$ cat src/rtl/ssb_pkg.sv
// Shared types, constants and the command lookup for the serial sensor bridge.
`default_nettype none

package ssb_pkg;

	localparam int unsigned RespBytes = 6;
	localparam int unsigned AddrW     = 4;
	localparam int unsigned DataW     = 32;

	localparam logic [7:0] CrcInit    = 8'hFF;
	localparam logic [7:0] CrcPoly    = 8'h31;
	localparam logic [7:0] FailByte   = 8'h65;
	localparam logic [7:0] CmdLow     = 8'hF1;
	localparam logic [7:0] CmdHigh    = 8'hFB;

	localparam logic [7:0] RstDevAddr = 8'h31;
	localparam logic [7:0] RstStart   = 8'h55;
	localparam logic [7:0] RstRelease = 8'h66;
	localparam logic [3:0] RstRelCnt  = 4'd3;

	localparam logic       SrcSerial  = 1'b0;
	localparam logic       SrcSensor  = 1'b1;
	localparam logic       DstSensor  = 1'b0;
	localparam logic       DstSerial  = 1'b1;

	typedef enum logic [1:0] {
		REG_DEV_ADDR  = 2'd0,
		REG_START     = 2'd1,
		REG_RELEASE   = 2'd2,
		REG_REL_COUNT = 2'd3
	} reg_idx_t;

	typedef enum logic [2:0] {
		ST_IDLE,
		ST_ADDR,
		ST_CMD,
		ST_COLLECT,
		ST_CRC,
		ST_EMIT,
		ST_RELEASE
	} phase_t;

	typedef struct packed {
		logic       operation;
		logic [7:0] byte_value;
	} in_item_t;

	typedef struct packed {
		logic       destination;
		logic [7:0] out_byte;
		logic       crc_ok;
		logic       last;
	} out_item_t;

	typedef struct packed {
		logic [7:0] device_address;
		logic [7:0] start_byte;
		logic [7:0] release_byte;
		logic [3:0] release_count;
	} cfg_t;

	typedef struct packed {
		logic start;
		logic init;
	} crc_ctl_t;

	typedef struct packed {
		logic busy;
		logic done;
	} crc_sts_t;

	// Request code 0xF1..0xFB to sensor command byte
	function automatic logic [7:0] cmd_lookup(input logic [3:0] idx);
		logic [7:0] cmd;
		case (idx)
			4'd0:    cmd = 8'hFD;
			4'd1:    cmd = 8'hF6;
			4'd2:    cmd = 8'hE0;
			4'd3:    cmd = 8'h89;
			4'd4:    cmd = 8'h94;
			4'd5:    cmd = 8'h39;
			4'd6:    cmd = 8'h32;
			4'd7:    cmd = 8'h2F;
			4'd8:    cmd = 8'h24;
			4'd9:    cmd = 8'h1E;
			4'd10:   cmd = 8'h15;
			default: cmd = 8'h00;
		endcase
		return cmd;
	endfunction

endpackage

`default_nettype wire

$ cat src/rtl/ssb_crc.sv
// Bit-serial CRC-8 unit (poly 0x31), one shift step per cycle.
`default_nettype none

module ssb_crc (
	input  logic            clk,
	input  logic            arst_n,
	input  ssb_pkg::crc_ctl_t ctl,
	input  logic [7:0]      data,
	output ssb_pkg::crc_sts_t sts,
	output logic [7:0]      crc
);
	import ssb_pkg::*;

	logic       busy_q;
	logic [2:0] bit_cnt_q;
	logic [7:0] crc_q;
	logic [7:0] step;

	assign step = crc_q[7] ? ({crc_q[6:0], 1'b0} ^ CrcPoly) : {crc_q[6:0], 1'b0};

	always_ff @(posedge clk or negedge arst_n) begin
		if (!arst_n) begin
			busy_q    <= 1'b0;
			bit_cnt_q <= '0;
		end else if (ctl.start) begin
			busy_q    <= 1'b1;
			bit_cnt_q <= '0;
		end else if (busy_q) begin
			bit_cnt_q <= bit_cnt_q + 3'd1;
			if (bit_cnt_q == 3'd7) begin
				busy_q <= 1'b0;
			end
		end
	end

	// Fold the new byte in, then shift it through eight steps
	always_ff @(posedge clk) begin
		if (ctl.start) begin
			crc_q <= (ctl.init ? CrcInit : crc_q) ^ data;
		end else if (busy_q) begin
			crc_q <= step;
		end
	end

	assign sts.busy = busy_q;
	assign sts.done = busy_q && (bit_cnt_q == 3'd7);
	assign crc      = crc_q;

endmodule

`default_nettype wire

$ cat src/rtl/ssb_regs.sv
// APB-style configuration registers of the serial sensor bridge.
`default_nettype none

module ssb_regs (
	input  logic                      clk,
	input  logic                      arst_n,
	input  logic                      psel,
	input  logic                      penable,
	input  logic                      pwrite,
	input  logic [ssb_pkg::AddrW-1:0] paddr,
	input  logic [ssb_pkg::DataW-1:0] pwdata,
	output logic [ssb_pkg::DataW-1:0] prdata,
	output logic                      pready,
	output ssb_pkg::cfg_t             cfg
);
	import ssb_pkg::*;

	cfg_t     cfg_q;
	reg_idx_t idx;
	logic     wr_en;

	assign idx    = reg_idx_t'(paddr[3:2]);
	assign wr_en  = psel && penable && pwrite;
	assign pready = 1'b1;

	always_ff @(posedge clk or negedge arst_n) begin
		if (!arst_n) begin
			cfg_q.device_address <= RstDevAddr;
			cfg_q.start_byte     <= RstStart;
			cfg_q.release_byte   <= RstRelease;
			cfg_q.release_count  <= RstRelCnt;
		end else if (wr_en) begin
			case (idx)
				REG_DEV_ADDR:  cfg_q.device_address <= pwdata[7:0];
				REG_START:     cfg_q.start_byte     <= pwdata[7:0];
				REG_RELEASE:   cfg_q.release_byte   <= pwdata[7:0];
				REG_REL_COUNT: cfg_q.release_count  <= pwdata[3:0];
				default:       ;
			endcase
		end
	end

	always_comb begin
		case (idx)
			REG_DEV_ADDR:  prdata = {24'd0, cfg_q.device_address};
			REG_START:     prdata = {24'd0, cfg_q.start_byte};
			REG_RELEASE:   prdata = {24'd0, cfg_q.release_byte};
			REG_REL_COUNT: prdata = {28'd0, cfg_q.release_count};
			default:       prdata = '0;
		endcase
	end

	assign cfg = cfg_q;

endmodule

`default_nettype wire

$ cat src/rtl/serial_sensor_bridge_protocol.sv
// Top level of the serial sensor bridge: frame sequencer, response store, output register.
//
//   channel  | handshake              | payload
//   ---------+------------------------+---------------------------------------
//   in       | in_valid / in_stall    | in_item  (operation, byte_value)
//   out      | out_valid / out_stall  | out_item (destination, out_byte, crc_ok, last)
//   config   | psel/penable/pwrite    | paddr, pwdata, prdata, pready
//
// Sensor bytes 0, 1, 3 and 4 of a response are accepted and then run through
// eight steps of the single bit-serial CRC unit; other bytes need no such wait.
// The sixth sensor byte releases a burst of six items, one per cycle at best,
// paced by the one output register; no input is taken during the burst.
// Reset clears the sequencer, counters and output valid; configuration returns
// to its reset values. A stalled output holds; a command byte waits on it.
`default_nettype none

module serial_sensor_bridge_protocol (
	input  logic                      clk,
	input  logic                      arst_n,
	input  logic                      in_valid,
	output logic                      in_stall,
	input  ssb_pkg::in_item_t         in_item,
	output logic                      out_valid,
	input  logic                      out_stall,
	output ssb_pkg::out_item_t        out_item,
	input  logic                      psel,
	input  logic                      penable,
	input  logic                      pwrite,
	input  logic [ssb_pkg::AddrW-1:0] paddr,
	input  logic [ssb_pkg::DataW-1:0] pwdata,
	output logic [ssb_pkg::DataW-1:0] prdata,
	output logic                      pready
);
	import ssb_pkg::*;

	cfg_t       cfg;
	crc_ctl_t   crc_ctl;
	crc_sts_t   crc_sts;
	logic [7:0] crc_val;

	phase_t     state_q, state_d;
	logic [2:0] resp_cnt_q, resp_cnt_d;
	logic [2:0] emit_cnt_q, emit_cnt_d;
	logic [3:0] rel_run_q, rel_run_d;
	logic [3:0] rel_inc;
	logic       ok_q, ok_d;

	logic [7:0] store_q [RespBytes];
	logic       shift_en;
	logic [7:0] shift_in;

	logic       out_valid_q;
	out_item_t  out_item_q;
	logic       out_free;
	logic       out_load;
	out_item_t  out_d;

	logic       in_accept;
	logic       is_serial;
	logic       is_sensor;
	logic [7:0] b;
	logic       cmd_hit;
	logic       crc_match;
	logic [7:0] cmd_off;

	ssb_regs u_regs (
		.clk     (clk),
		.arst_n  (arst_n),
		.psel    (psel),
		.penable (penable),
		.pwrite  (pwrite),
		.paddr   (paddr),
		.pwdata  (pwdata),
		.prdata  (prdata),
		.pready  (pready),
		.cfg     (cfg)
	);

	ssb_crc u_crc (
		.clk    (clk),
		.arst_n (arst_n),
		.ctl    (crc_ctl),
		.data   (in_item.byte_value),
		.sts    (crc_sts),
		.crc    (crc_val)
	);

	assign out_free  = !out_valid_q || !out_stall;
	assign b         = in_item.byte_value;
	assign is_serial = (in_item.operation == SrcSerial);
	assign is_sensor = (in_item.operation == SrcSensor);
	assign cmd_hit   = (b >= CmdLow) && (b <= CmdHigh);
	assign cmd_off   = b - CmdLow;
	assign crc_match = (crc_val == b);
	assign rel_inc   = rel_run_q + 4'd1;

	// Hold input while the CRC unit runs, during a burst, and when a command
	// would find the output register still occupied.
	always_comb begin
		case (state_q)
			ST_CRC, ST_EMIT: in_stall = 1'b1;
			ST_CMD:          in_stall = !out_free;
			default:         in_stall = 1'b0;
		endcase
	end

	assign in_accept = in_valid && !in_stall;

	// Sequencer: next phase, counters and datapath strobes
	always_comb begin
		state_d     = state_q;
		resp_cnt_d  = resp_cnt_q;
		emit_cnt_d  = emit_cnt_q;
		rel_run_d   = rel_run_q;
		ok_d        = ok_q;
		shift_en    = 1'b0;
		shift_in    = b;
		crc_ctl     = '0;
		out_load    = 1'b0;
		out_d       = out_item_q;

		case (state_q)
			ST_IDLE: begin
				if (in_accept && is_serial && b == cfg.start_byte) begin
					state_d = ST_ADDR;
				end
			end
			ST_ADDR: begin
				if (in_accept && is_serial) begin
					if (b == cfg.device_address) begin
						state_d = ST_CMD;
					end else begin
						state_d   = ST_RELEASE;
						rel_run_d = '0;
					end
				end
			end
			ST_CMD: begin
				if (in_accept && is_serial) begin
					if (cmd_hit) begin
						// Translate the request into a sensor command
						out_load          = 1'b1;
						out_d.destination = DstSensor;
						out_d.out_byte    = cmd_lookup(cmd_off[3:0]);
						out_d.crc_ok      = 1'b0;
						out_d.last        = 1'b1;
						state_d           = ST_COLLECT;
						resp_cnt_d        = '0;
					end else begin
						state_d   = ST_RELEASE;
						rel_run_d = '0;
					end
				end
			end
			ST_COLLECT: begin
				if (in_accept && is_sensor) begin
					shift_en   = 1'b1;
					resp_cnt_d = resp_cnt_q + 3'd1;
					case (resp_cnt_q)
						3'd2: begin
							ok_d = crc_match;
						end
						3'd5: begin
							ok_d       = ok_q && crc_match;
							resp_cnt_d = '0;
							emit_cnt_d = '0;
							state_d    = ST_EMIT;
						end
						default: begin
							// Data bytes feed the CRC unit; bytes 0 and 3 restart it
							crc_ctl.start = 1'b1;
							crc_ctl.init  = (resp_cnt_q == 3'd0) || (resp_cnt_q == 3'd3);
							state_d       = ST_CRC;
						end
					endcase
				end
			end
			ST_CRC: begin
				if (crc_sts.done) begin
					state_d = ST_COLLECT;
				end
			end
			ST_EMIT: begin
				if (out_free) begin
					// Rotate the store so its head is always the next byte
					out_load          = 1'b1;
					shift_en          = 1'b1;
					shift_in          = store_q[0];
					out_d.destination = DstSerial;
					out_d.out_byte    = ok_q ? store_q[0] : FailByte;
					out_d.crc_ok      = ok_q;
					out_d.last        = (emit_cnt_q == 3'(RespBytes - 1));
					emit_cnt_d        = emit_cnt_q + 3'd1;
					if (emit_cnt_q == 3'(RespBytes - 1)) begin
						state_d    = ST_RELEASE;
						rel_run_d  = '0;
						emit_cnt_d = '0;
					end
				end
			end
			ST_RELEASE: begin
				if (in_accept && is_serial) begin
					if (b == cfg.release_byte) begin
						if (rel_inc >= cfg.release_count) begin
							state_d   = ST_IDLE;
							rel_run_d = '0;
						end else begin
							rel_run_d = rel_inc;
						end
					end else begin
						rel_run_d = '0;
					end
				end
			end
			default: begin
				state_d = ST_IDLE;
			end
		endcase
	end

	always_ff @(posedge clk or negedge arst_n) begin
		if (!arst_n) begin
			state_q    <= ST_IDLE;
			resp_cnt_q <= '0;
			emit_cnt_q <= '0;
			rel_run_q  <= '0;
		end else begin
			state_q    <= state_d;
			resp_cnt_q <= resp_cnt_d;
			emit_cnt_q <= emit_cnt_d;
			rel_run_q  <= rel_run_d;
		end
	end

	// Check flag and response shift line carry payload only
	always_ff @(posedge clk) begin
		ok_q <= ok_d;
		if (shift_en) begin
			for (int i = 0; i < RespBytes - 1; i++) begin
				store_q[i] <= store_q[i+1];
			end
			store_q[RespBytes-1] <= shift_in;
		end
	end

	// Output register: drop the item once taken, load the next when free
	always_ff @(posedge clk or negedge arst_n) begin
		if (!arst_n) begin
			out_valid_q <= 1'b0;
		end else if (out_load) begin
			out_valid_q <= 1'b1;
		end else if (!out_stall) begin
			out_valid_q <= 1'b0;
		end
	end

	always_ff @(posedge clk) begin
		if (out_load) begin
			out_item_q <= out_d;
		end
	end

	assign out_valid = out_valid_q;
	assign out_item  = out_item_q;

	// The CRC unit is busy exactly while the sequencer waits on it
	a_crc_busy: assert property (@(posedge clk) disable iff (!arst_n)
		(state_q == ST_CRC) == crc_sts.busy)
		else $error("CRC unit busy flag out of step with sequencer");

	// Response and burst counters stay within one response
	a_cnt_range: assert property (@(posedge clk) disable iff (!arst_n)
		(resp_cnt_q < 3'(RespBytes)) && (emit_cnt_q < 3'(RespBytes)))
		else $error("response counter out of range");

	// A burst starts on the sixth sensor byte and always ends with a last item
	a_burst_last: assert property (@(posedge clk) disable iff (!arst_n)
		(state_q == ST_EMIT && out_load && emit_cnt_q == 3'(RespBytes - 1))
		|=> (out_valid && out_item.last && state_q == ST_RELEASE))
		else $error("burst ended without a last item");

endmodule

`default_nettype wire
$ cat config.mk
export PLATFORM = sky130hd
export DESIGN_NAME = serial_sensor_bridge_protocol
export DESIGN_NICKNAME = d
export VERILOG_FILES = /design/src/rtl/ssb_pkg.sv /design/src/rtl/ssb_crc.sv /design/src/rtl/ssb_regs.sv /design/src/rtl/serial_sensor_bridge_protocol.sv
export SDC_FILE = /design/constraint.sdc
export NUM_CORES = 1
export LEC_CHECK = 0
export BUFFER_PORTS_ARGS = -buffer_cell sky130_fd_sc_hd__clkbuf_2
export CORE_MARGIN = 2
export CORE_UTILIZATION = 57
export DETAILED_ROUTE_END_ITERATION = 16
export PLACE_DENSITY = 0.81
export SLEW_MARGIN = 20
export SYNTH_ARGS = -nofsm -noshare
export SYNTH_HDL_FRONTEND = slang
export SYNTH_SLANG_ARGS = --single-unit
$ cat constraint.sdc
create_clock -name clk -period 3.7 [get_ports clk]
set_clock_uncertainty 0.05 [all_clocks]
set_input_delay 0.37 -clock clk [delete_from_list [all_inputs] [get_ports clk]]
set_output_delay 0.37 -clock clk [all_outputs]
set_load 0.02 [all_outputs]
== Yosys cells after proc, flatten, opt, wreduce, memory -nomap -nowiden ==
Memories as Yosys holds them, arrays and structs flattened.
Cells that the tools add are included.
Widths: inputs -> output; s select.
Storage, ports and cells
  RAM bits: 48
  input port bits: 52
  memories: 2
  bits in registers: 66
  word-level logic and storage cells: 166
  memory bits (read-only): 128
Memory list
  (name not given): words 16, bits a word 8, rd ports 1, clocked after memory_dff 0, wr ports 0, RTL line ssb_pkg.sv:75  | case (idx)
  store_q: words 6, bits a word 8, rd ports 6, clocked after memory_dff 0, wr ports 6, RTL line serial_sensor_bridge_protocol.sv:48  | logic [7:0] store_q [RespBytes];
Operators by class
  reduce and logical (&&, ||, !) cells: 36
  bitwise gates (word level): 3
  muxes and demuxes: 66
  $lt $le $gt $ge: 3
  $add $sub $neg: 5
  equal/unequal tests: 34
Operators with widths (number)
  $pmux 32 s4: 1
  $mux 3: 22
  $mux 8: 6
  $mux 4: 9
  $mux 11: 3
  $eq 8x8->1: 4
  $ne 2x2->1 const B: 15
  $pmux 11 s2: 1
  $pmux 3 s7: 1
  $eq 3x3->1 const B: 6
  $pmux 3 s2: 3
  $pmux 4 s4: 1
  $eq 3x2->1 const B: 4
  $mux 1: 11
  $reduce_and 11->1: 1
  $reduce_bool 2->1: 5
  $add 3x1->3 const B: 3
  $logic_and 1x1->1: 9
  $ge 8x8->1 const B: 1
  $le 8x8->1 const B: 1
  $pmux 1 s2: 4
  $reduce_and 2->1: 4
  $reduce_and 4->1: 2
  $reduce_and 8->1: 1
  other kinds (20): 29

== Longest topological paths before layout ==
  depth after elaboration: 12
  mapped depth: 10

== Modules after synthesis ==
From an unflattened synthesis, not the netlist that was laid out.
Unflattened totals
  cell total of the unflattened synthesis: 496
  area total of the unflattened synthesis: 6024.5 um^2
By module, submodules not included
  serial_sensor_bridge_protocol: sequential area each 2152.1 um^2, times used 1, cells an instance 327, area an instance 3838.7 um^2
  ssb_regs: sequential area each 716.9 um^2, times used 1, cells an instance 108, area an instance 1486.4 um^2
  ssb_crc: sequential area each 340.3 um^2, times used 1, cells an instance 61, area an instance 699.4 um^2

== Worst setup path after synthesis ==
No wires, ideal clock.
  path type: reg-to-reg
  from: register state_q[2]
  to: memory store_q[0][0], enable pin
  data required time: 3.066 ns
  arrival: 1.995 ns
  stages on the path, launching flop included: 6
  period minus slack after synthesis: 2.629 ns
  path slack: 1.071 ns
  path through: dfrtp_1 -> buf_6 -> nand3b_1 -> clkinv_1 -> nand2_1 -> nand2_1
RTL lines
  start: declaration: RTL line serial_sensor_bridge_protocol.sv:41  | phase_t state_q, state_d;
  start signal: assignment: RTL line serial_sensor_bridge_protocol.sv:228  | state_q <= state_d;
  end: declaration: RTL line serial_sensor_bridge_protocol.sv:48

==> results by group <==
Setup path
  – Slowest cell on the critical path: dfrtp_1
  – Slowest cell delay on critical path: 690 ps
  – Worst path top cell family by delay: buffers and inverters
  – CP startpoint kind: flip-flop
  – Reg-to-Reg End: store_q[0][1]
  – Crit path DAT: between 2000 and 3000 ps
  – CP endpoint kind: flip-flop
  – Worst R2R Start: state_q[2]
  – Most used cell, CP: buf_4
  – WP data required: 3800 ps
  – Reg2reg path depth: 6
  – Critical Path, Cell by Cell: nand3b_1, buf_4, clkinv_1, nand2_1, nand2_2, buf_4
  – Buf/Inv on CP: 3
  – Kind of critical path: flip-flop to flip-flop
  – R2R Setup Slk: 1110 ps
  – Max Fanout on Critical Path: 48

Floorplanning
  – Starting density of the core: 57.9%
  – Die Y-Extent: 106 µm
  – Num rows: 37
  – Number of I/O pins: 98
  – Die W: 106 µm
  – DIE AREA: 11200 µm²
  – Core area: between 10000 and 15000 µm²

Power and ir drop
  – Net Sw Frac: 31.5%
  – Switch Pwr: 0.00166 W
  – Clock power share: 32.9%
  – Gate power share: 25.6%
  – Pwr dens: ~780 nW/µm²
  – Sequential Power Share: 41.5%
  – Peak VDD IR: 0.000465 V
  – Pleak: 2.70 nW
  – Internal power: ~0.0036 W

Clock tree
  – Longest Clk Path Bufs: 2
  – Worst skew pair latency: between 500 and 600 ps
  – H-Tree Level Count: 4
  – CTS tree: built
  – Clk sink count: 114
  – Root Buffer: clkbuf_8
  – Setup bufs post-CTS: 0
  – CTS Buf Count: 17
  – Gates resized, CTS repair: 0
  – Reg clk slew, reported paths: 50 ps

Timing
  – RSZ-0062 raised after global routing: false
  – Worst-Margin Slew: 808 ps
  – Min Tclk post-route: between 2000 and 3000 ps
  – Slew Limit Headroom: 45.8%
  – Final TNS setup: 0 ps
  – Setup violators final: 0
  – Crit share post-route: 70.1%
  – F_max: between 300 and 400 MHz
  – Final Max Tran Viols: 0
  – Hold Vio Cnt, Final: 0

Route
  – Wl on met1: 5140 µm
  – DR vias: 3827
  – DR iter-0 viols: 299
  – DRC viols: 0
  – Total wire length: 11700 µm
  – Routed length per placed instance: 17.6 µm
  – Post-DRT Antenna Nets: 0
  – Vias/cell: 5.76
  – Met2 Routed Length: ~5600 µm
  – TritonRoute pass-1 iters: 5
  – WL met3: 766 µm
  – Uppermost layer routed: met4

Global routing
  – Largest net degree at the start of global routing: 49
  – First-pass GRT wire length: around 19000 µm
  – Number of global-route vias before repair: 3766
  – Tot GR Track Use: between 20 and 25%
  – Congestion Overflow GR: 0
  – Initial antenna violation count: 0

Hold path
  – HP Start: pwdata[6]
  – Worst Hold Path Cells: 2
  – Worst Hold Path EP: u_regs.cfg[18]
  – Class of the worst hold path: input pin to flip-flop

Place
  – HPWL after DPL: 7580 µm
  – DP Cell Count: 631
  – Port Buffers: 46
  – GP Congestion: 0.783

Logic synthesis
  – Post-synthesis sequential area ratio: a little over half
  – Mapped Avg Cell Area: around 13 µm²
  – Ys async rst share: 40.4%
  – Number of synthesis warnings: 0
  – Netlist cell types: 62
  – Synth Register Bits: 114
  – Post-synth EDFFs: 68
  – Cells after Synth: 470
  – Post-synth top flop: edfxtp_1
  – Post-Syn Area: 5900 µm²

Layout
  – Layout cells sized above 1: between 20 and 30%
  – Diode count: 0
  – Final Non-Filler Cells: 664
  – Fin nets: 580
  – Final core utilization: 65.9%
  – Synthesis-to-layout area growth: 13.7%

Status
  – Status: completed

Job
  – Max-cap viol count: 0
-- routing by layer --
metal,up-vias,track usage (%)
met5,-,0
met4,0,9.30
met3,20,6.18
met2,180,35.3
met1,1885,29.6
li1,1742,-
-- cells in the final DEF (no fill, tap or decap), drive strengths merged, types with 7 or more instances in the layout --
| cell | synthesis | layout |
|---|---|---|
| edfxtp | 68 | 68 |
| clkbuf | 7 | 64 |
| mux2 | 42 | 42 |
| dfrtp | 33 | 33 |
| xnor2 | 26 | 26 |
| conb | 2 | 25 |
| nor2 | 24 | 24 |
| o21ai | 24 | 24 |
| xor2 | 21 | 21 |
| inv | 20 | 20 |
| nand2 | 20 | 20 |
| a21oi | 17 | 17 |
| ha | 13 | 13 |
| dfstp | 13 | 13 |
| nand3 | 8 | 8 |
| mux2i | 8 | 8 |
| clkinv | 1 | 7 |
-- synthesized netlist by cell type, types with 3 or more instances --
cell,number,area (µm²)
nand3_1,8,40.0
xor2_1,21,184
nor2b_1,5,31.3
nor4_1,3,18.8
mux2i_1,8,80.1
o31ai_1,5,37.5
inv_1,20,75.1
or3_1,3,18.8
ha_1,13,163
edfxtp_1,68,2040
nand2b_1,4,25.0
nor2_1,24,90.1
nand4_1,6,37.5
dfrtp_1,33,826
clkbuf_1,7,26.3
dfstp_2,13,342
mux2_2,41,462
buf_4,28,210
buf_6,6,67.6
nand2_1,20,75.1
nor3_1,4,20.0
mux4_2,4,90.1
and2_1,3,18.8
a31oi_1,5,31.3
a21oi_1,17,85.1
buf_2,6,30.0
a21o_1,3,22.5
xnor2_1,26,228
or2_2,3,18.8
o21ai_0,21,105
-- cell type report --
cell class / instances / area, µm²
Fill cell: 722 / 3470
Timing Repair Buffer: 51 / 270
Inverter: 21 / 78.8
Sequential cell: 114 / 3210
Tap cell: 136 / 170
Multi-Input combinational cell: 310 / 2350
Clock buffer: 18 / 418
Clock inverter: 14 / 213
-- per-stage QoR --
step | total power [W] | setup WS, ps | area [µm²] | hold slack [ps]
after floorplan | 0.00318 | 1070 | 5990 | 24.4
final | 0.00525 | 1110 | 6710 | 74.7
after global routing | 0.00552 | 938 | 6710 | 49.4
after global placement | 0.00342 | 1180 | 6070 | 245
after CTS | 0.00528 | 1120 | 6710 | 51.3
after detailed placement | 0.00350 | 1140 | 6070 | 254
-- state kept, by name, indices dropped and copies added, names as in the netlist --
name / count
rel_run_q: 4
u_regs.cfg: 28
emit_cnt_q: 3
resp_cnt_q: 3
out_item: 11
out_valid: 1
state_q: 3
store_q: 48
u_crc.bit_cnt_q: 3
u_crc.crc: 8
u_crc.busy_q: 1
ok_q: 1
-- power groups by stage --
stage | clock network, W | registers (W) | logic [W]
CTS | 0.00176 | 0.00217 | 0.00135
finish | 0.00173 | 0.00218 | 0.00134
detailed placement | 0 | 0.00218 | 0.00132
floorplan | 0 | 0.00211 | 0.00107
global placement | 0 | 0.00216 | 0.00127
global route | 0.00182 | 0.00222 | 0.00148
-- cell families after synthesis --
group / Yosys count / share of synthesized area, %
xor gates and xnor gates: 47 / 6.97
AOI/OAI and AO/OA: 75 / 8.57
DFF: 114 / 54.4
muxes: 54 / 11.0
other: 2 / 0.127
buffers and inverters: 69 / 7.25
adders and majority gates: 13 / 2.76
and+or+nand+nor: 96 / 8.99
-- repair_timing --
item,CTS,global route
setup endpoints to repair,0,0
hold buffers,1,0
hold endpoints to repair,14,0
-- worst register-to-register path: cells and delay by family (launching register included) --
family,cells,cell delay (ps)
buffers and inverters,3,870
AND/OR/NAND/NOR,3,610
flip-flops,1,690
-- worst max-delay path by stage --
stage               startpoint            end  slack [ps]  cells past startpoint
global route        state_q[2]  store_q[4][1]         940                      6
global placement    state_q[2]  store_q[0][3]        1180                      6
CTS                 state_q[2]  store_q[4][5]        1120                      6
finish              state_q[2]  store_q[0][1]        1110                      6
detailed placement  state_q[2]  store_q[5][2]        1140                      6
floorplan           state_q[2]  store_q[0][0]        1070                      5
No activity file was read; power rests on OpenSTA's default activity.
